===== config.mk =====
export PLATFORM = sky130hd
export DESIGN_NAME = rtr_dot
export DESIGN_NICKNAME = d
export VERILOG_FILES = /design/src/rtl/rtr_pkg.sv /design/src/rtl/rtr_dot.sv
export SDC_FILE = /design/constraint.sdc
export NUM_CORES = 2
export LEC_CHECK = 0
export ABC_AREA = 1
export CORE_AREA = 8 8 345 347
export CTS_CLUSTER_DIAMETER = 30
export DETAILED_ROUTE_END_ITERATION = 10
export DIE_AREA = 0 0 353 355
export DONT_BUFFER_PORTS = 1
export GPL_TIMING_DRIVEN = 1
export HOLD_SLACK_MARGIN = 0.05
export PLACE_DENSITY_LB_ADDON = 0.12
export SYNTH_ARGS = -nofsm -noshare
export SYNTH_HDL_FRONTEND = slang
export SYNTH_SLANG_ARGS = --single-unit

===== constraint.sdc =====
create_clock -name i_clk -period 8.8 [get_ports i_clk]
set_input_delay 0 -clock i_clk [delete_from_list [all_inputs] [get_ports i_clk]]
set_output_delay 0 -clock i_clk [all_outputs]
set_load 0.02 [all_outputs]

===== src/rtl/rtr_pkg.sv =====
package rtr_pkg;

    // Packed configuration words: three signed 16-bit entries, x in the low bits
    localparam int ENTRY_BITS    = 16;
    localparam int CFG_DATA_BITS = 48;
    localparam int CFG_IDX_BITS  = 3;

    // Result width and the magnitude beyond which an error saturates
    localparam int RES_BITS = 40;
    localparam int MAG_BITS = 28;
    localparam int SQ_BITS  = 2 * MAG_BITS;

    // Register indexes of the configuration port
    typedef enum logic [CFG_IDX_BITS-1:0] {
        CFG_ROT_ROW_ZERO     = 3'd0,
        CFG_ROT_ROW_ONE      = 3'd1,
        CFG_ROT_ROW_TWO      = 3'd2,
        CFG_TRANSLATION      = 3'd3,
        CFG_INLIER_THRESHOLD = 3'd4
    } t_cfg_idx;

    // Reset values: identity rotation in Q2.14, zero translation and threshold
    localparam logic [CFG_DATA_BITS-1:0] ROT_ROW_ZERO_RST = 48'h0000_0000_4000;
    localparam logic [CFG_DATA_BITS-1:0] ROT_ROW_ONE_RST  = 48'h0000_4000_0000;
    localparam logic [CFG_DATA_BITS-1:0] ROT_ROW_TWO_RST  = 48'h4000_0000_0000;

    // Pick signed entry k out of a packed configuration word
    function automatic logic signed [ENTRY_BITS-1:0] cfg_entry(
        input logic [CFG_DATA_BITS-1:0] word,
        input int unsigned              k
    );
        return word[k*ENTRY_BITS +: ENTRY_BITS];
    endfunction

endpackage


===== src/rtl/rtr_dot.sv =====
// Row sums with rounding, coordinate differences, and error magnitudes
module rtr_dot import rtr_pkg::*; #(
    parameter int COORD_BITS = 16,
    parameter int FRAC_BITS  = 14
) (
    input  logic                          i_clk,
    input  logic                          i_rst_n,
    input  logic                          i_valid,
    output logic                          o_ready,
    input  logic signed [ENTRY_BITS+COORD_BITS-1:0] i_prod_fw [9],
    input  logic signed [ENTRY_BITS+((COORD_BITS > ENTRY_BITS) ? COORD_BITS : ENTRY_BITS):0]
                                          i_prod_bw [9],
    input  logic signed [COORD_BITS-1:0]  i_src [3],
    input  logic signed [COORD_BITS-1:0]  i_dst [3],
    input  logic [CFG_DATA_BITS-1:0]      i_trans,
    output logic                          o_valid,
    input  logic                          i_ready,
    output logic [MAG_BITS-1:0]           o_mag [6],
    output logic                          o_big
);

    localparam int VW  = ((COORD_BITS > ENTRY_BITS) ? COORD_BITS : ENTRY_BITS) + 1;
    localparam int PFW = ENTRY_BITS + COORD_BITS;
    localparam int PBW = ENTRY_BITS + VW;
    localparam int SFW = PFW + 2;
    localparam int SBW = PBW + 2;
    localparam int DW  = PBW + 4;

    localparam logic [SFW-1:0] RND_F = SFW'(1) << (FRAC_BITS - 1);
    localparam logic [SBW-1:0] RND_B = SBW'(1) << (FRAC_BITS - 1);

    logic [2:0]                   r_vld;
    logic [2:0]                   rdy;
    logic signed [SFW-1:0]        n_fw     [3];
    logic signed [SBW-1:0]        n_bw     [3];
    logic signed [SFW-1:0]        r_fw     [3];
    logic signed [SBW-1:0]        r_bw     [3];
    logic signed [COORD_BITS-1:0] r_s3_src [3];
    logic signed [COORD_BITS-1:0] r_s3_dst [3];
    logic signed [DW-1:0]         n_err    [6];
    logic signed [DW-1:0]         r_err    [6];
    logic [DW-1:0]                abs_err  [6];
    logic [MAG_BITS-1:0]          n_mag    [6];
    logic                         n_big;
    logic [MAG_BITS-1:0]          r_mag    [6];
    logic                         r_big;

    always_comb begin
        rdy[2] = !r_vld[2] || i_ready;
        rdy[1] = !r_vld[1] || rdy[2];
        rdy[0] = !r_vld[0] || rdy[1];
    end

    assign o_ready = rdy[0];
    assign o_valid = r_vld[2];

    always_ff @(posedge i_clk) begin
        if (!i_rst_n) begin
            r_vld <= '0;
        end else begin
            if (rdy[0]) r_vld[0] <= i_valid;
            if (rdy[1]) r_vld[1] <= r_vld[0];
            if (rdy[2]) r_vld[2] <= r_vld[1];
        end
    end

    // Sum each row, round half up at the binary point
    always_comb begin
        logic signed [SFW-1:0] acc_f;
        logic signed [SBW-1:0] acc_b;
        for (int i = 0; i < 3; i++) begin
            acc_f = SFW'(i_prod_fw[i*3]) + SFW'(i_prod_fw[i*3+1])
                  + SFW'(i_prod_fw[i*3+2]) + $signed(RND_F);
            acc_b = SBW'(i_prod_bw[i*3]) + SBW'(i_prod_bw[i*3+1])
                  + SBW'(i_prod_bw[i*3+2]) + $signed(RND_B);
            n_fw[i] = acc_f >>> FRAC_BITS;
            n_bw[i] = acc_b >>> FRAC_BITS;
        end
    end

    // Forward error dst - (fw + t), backward error src - bw
    always_comb begin
        for (int i = 0; i < 3; i++) begin
            n_err[2*i]   = DW'(r_s3_dst[i]) - DW'(r_fw[i]) - DW'(cfg_entry(i_trans, i));
            n_err[2*i+1] = DW'(r_s3_src[i]) - DW'(r_bw[i]);
        end
    end

    // Magnitudes; flag any that is too large to square within range
    always_comb begin
        n_big = 1'b0;
        for (int k = 0; k < 6; k++) begin
            abs_err[k] = r_err[k][DW-1] ? DW'(-r_err[k]) : DW'(r_err[k]);
            n_mag[k]   = abs_err[k][MAG_BITS-1:0];
            if (abs_err[k][DW-1:MAG_BITS] != '0) n_big = 1'b1;
        end
    end

    always_ff @(posedge i_clk) begin
        if (rdy[0]) begin
            r_fw     <= n_fw;
            r_bw     <= n_bw;
            r_s3_src <= i_src;
            r_s3_dst <= i_dst;
        end
        if (rdy[1]) begin
            r_err <= n_err;
        end
        if (rdy[2]) begin
            r_mag <= n_mag;
            r_big <= n_big;
        end
    end

    assign o_mag = r_mag;
    assign o_big = r_big;

endmodule


==> results by stage <==
Floorplanning:
- The total die area is approximately 130000 µm².
- The number of top-level pins is approximately 900.
- The number of placement rows is between 100 and 150.
- The core outline area is roughly 110000 µm².
- The starting density of the core is between 40% and 50%.
- The floorplan step set the die height to 355 µm.
- The die width is ~350 µm.

Placed design:
- The global placer's final weighted congestion is between 0.9 and 1.
- The wire-length estimate of the detail-placed layout is between 100 and 150 mm.
- OpenSTA, run right after detailed placement, puts the worst setup slack at between 5 and 6 ns.
- Port buffering added 0 buffers.

STA:
- Setup repair after global routing left no endpoint under its margin.
- After layout, the minimum clock period comes to around 3.5 ns.
- The achievable frequency is between 0.2 and 0.3 GHz.
- The final-report hold violation count is 0.
- The max-slew violation total from the final report was 0.
- For the pin with the worst max-slew slack, the measured transition is between 1 and 1.5 ns.
- The number of setup violations in the final report is 0.
- The worst path meets setup with about 5.3 ns of slack.
- The worst slew margin relative to its limit is roughly 24%.
- Of the available clock period, the critical path in the final layout requires 39.75%.
- In the final timing run, aggregate negative setup slack is 0 ns.
- The worst-case clock skew is 0.02404 ns.

Flow run:
- The tool flagged a number of max-cap violations equal to 0.

Synth:
- Among all flip-flop cells after synthesis, the most frequent one is edfxtp_1.
- The share of the Yosys chip area taken by registers is 33.02%.
- After synthesis the netlist holds a flip-flop and latch count of around 520.
- Each instance of the synthesized netlist takes up on average slightly above 8 µm².
- Counting flops with a built-in enable in the synthesized netlist gives 520.
- The synthesized instance count is between 5000 and 6000.
- For this run, asynchronously set or reset flops after synthesis account for 0%.
- The post-synthesis instance area is approximately 47000 µm².
- After synthesis, the netlist uses about 50 different library cells.
- Yosys printed 0 warnings.

Clock tree:
- The CTS tree is built.
- The clock passes through at most 3 buffers.
- The number of levels in the clock H-tree is 4.
- Post-CTS repair changed the size of 0 cells.
- After clock tree synthesis, the flow added hold-fix buffers numbering 318.
- The TritonCTS buffer count is 130.
- The later pin in the worst-skew pair is clocked with a latency of just over 0.7 ns.
- The setup fix buffers added after clock tree synthesis is 0.
- The root buffer cell chosen for the clock tree is clkbuf_16.
- Clock-pin slew was measured on the worst setup and hold paths at approximately 0.050 ns.
- The TritonCTS sink count is about 520.

Routing:
- The detailed-router iteration count before antenna repair is 6.
- The first routing iteration left approximately 2200 violations.
- Dividing the detail-routed via count by the number of cells gives roughly 4.9.
- The final routed wire length divided by cell count is approximately 19 µm.
- After detailed routing, the total wire length is about 150 mm.
- The final routed DRC violation total is 0.
- The remaining antenna violation count is 0.
- Detailed routing inserted a total of roughly 39000 vias.

Worst setup path:
- In this run the worst path has a maximum fanout of 74.
- The worst register-to-register path has a setup slack of approximately 5.6 ns.
- The data arrival time of the critical path is ~3.5 ns.
- The setup path with the least slack is of type register to output pin.
- The kind of launch point of the worst setup path is a register.
- For the worst setup path, the data required time is 8.80 ns.
- The worst setup path is captured at an output pin.

Worst hold path:
- The path category of the worst min-delay check is primary input to register.

Global route:
- The number of antenna violations at the first check in global routing is 4.
- The overflow left after global routing is 0.
- The pin count of the biggest net entering global routing is a little under 90.
- The number of global-route vias before repair is 40700.
- The global-route wire length before repair is approximately 230 mm.
- The overall fraction of global-route tracks in use is roughly 23%.

Outcome:
- The run finished with clean final reports.

Cells and area:
- The post-route netlist has approximately 4.4% of its cells at a drive strength greater than 1.
- For this run, the share of the core covered by cells in the final layout is between 50% and 60%.
- The net count of the finished layout is 7699.
- The layout has 10910 filler cells.
- The synthesis-to-finish area growth is 20.50%.

Pwr:
- The power after layout is around 19 mW.
- For this design the static power due to leakage is approximately 29 nW.
- The ratio of total power to cell area is around 330 nW/µm².
- IR analysis of the VDD net gives a maximum drop of between 0.00015 and 0.0002 V.
==> final timing paths <==
check	start	end	cells past startpoint
worst max-delay path	r_vld[2]	o_ready	4
worst min-delay path	i_prod_bw[295]	r_bw[88]	5
worst max register to register	r_vld[2]	r_s3_dst[32]	4
worst min register to register	r_err[111]	o_mag[84]	0
==> flip-flops by register name (all words and copies together), names as in the netlist <==
signal	count
o_mag	168
r_err	132
r_bw	63
r_fw	60
r_s3_dst	48
r_s3_src	48
r_vld	3
o_big	1
==> logic make-up after synthesis <==
logic type | synth area share [%]
compound gates | 9.216
buf+inv | 11.19
xor+xnor | 4.944
other cells | 0.007899
fa+ha+maj | 24.23
flops | 33.02
simple gates | 17.39
==> cell usage in the layout, fill, tap and decap left out, types with 6 or more instances in the layout <==
cell           netlist  layout
a211oi_1            16      16
a21boi_0             9       9
a21o_1              40      40
a21oi_1            358     358
a31oi_1             38      38
bufinv_16            0      19
clkbuf_1             4      20
clkbuf_16            0     132
clkinv_1             5      24
clkinv_2             0      15
clkinvlp_4           0      10
conb_1               1      37
dlygate4sd3_1        0     318
edfxtp_1           520     520
fa_1               252     252
ha_1               516     516
inv_1             1404    1403
inv_6                0       8
nand2_1           1069    1067
nand2_2              7       7
nand3_1            223     223
nand3_2              6       6
nand3b_1             7       7
nand4_1             31      31
nor2_1             482     482
nor2_2              16      16
nor3_1              78      78
nor4_1              23      23
nor4_2               8       8
o211ai_1            10      10
o21a_1              11      11
o21ai_0            177     177
o21ai_1             17      17
o21ai_2             10      10
o21bai_1            48      48
o31ai_1              9       9
xnor2_1             82      82
xor2_1             186     186
==> worst max-delay path, cell delays in order, from the launching register on <==
cell     delay, ns
dfxtp_1       0.48
nand2_4       0.44
nor2_1        0.66
nand2_8       0.49
buf_4         0.60
==> layer usage <==
layer	GRT usage (%)	share of wire, %
met1	29.22	44
met3	4.372	5.2
met5	0	0
met2	40.52	49
met4	6.436	2.4
==> synthesized netlist by cell type (all sizes together), types with 4 or more instances <==
library cell / count / share of area (%)
inv: 1404 / 11
nand2: 1076 / 8.5
edfxtp: 520 / 33
ha: 516 / 14
nor2: 500 / 4.1
a21oi: 362 / 3.8
fa: 252 / 11
nand3: 229 / 2.5
o21ai: 204 / 2.2
xor2: 186 / 3.4
nor3: 83 / 0.93
xnor2: 82 / 1.5
o21bai: 50 / 0.81
a21o: 40 / 0.63
a31oi: 38 / 0.50
nand4: 34 / 0.49
nor4: 33 / 0.60
a211oi: 16 / 0.25
a21boi: 14 / 0.26
o21a: 11 / 0.17
o211ai: 10 / 0.16
o31ai: 10 / 0.17
nand3b: 8 / 0.15
clkinv: 5 / 0.040
o311ai: 5 / 0.092
and3: 4 / 0.053
clkbuf: 4 / 0.032
or2: 4 / 0.053
==> stage by stage <==
stage | cell area, µm² | hold slack, ns | std cells
4_1_cts | 57200 | 0.05028 | 7814
5_1_grt | 57210 | 0.08624 | 7816
3_3_place_gp | 49540 | 0.09894 | 7260
6_report | 57210 | 0.08456 | 7817
3_5_place_dp | 49540 | 0.09893 | 7260
2_1_floorplan | 47610 | 0.09887 | 5749
==> where the power goes <==
| group | internal (mW) | leakage, nW | switching, mW |
|---|---|---|---|
| Sequential | 4.34 | 5.54 | 1.18 |
| Clock | 3.31 | 2.15 | 1.54 |
| Combinational | 3.11 | 20.9 | 5.36 |
| Total | 10.8 | 28.6 | 8.08 |
==> area by class of cell <==
cell class,count,area (µm²),area share (%)
diodes,3,7.507,0.01312
clock buffers,152,3378,5.905
clock inverters,84,1097,1.918
inverters,1409,5294,9.254
multi-input cells,3811,26640,46.57
flip-flops and latches,523,15680,27.40
well taps,1512,1892,3.307
repair buffers,323,3221,5.630
Power figures use the tool's default switching activity.
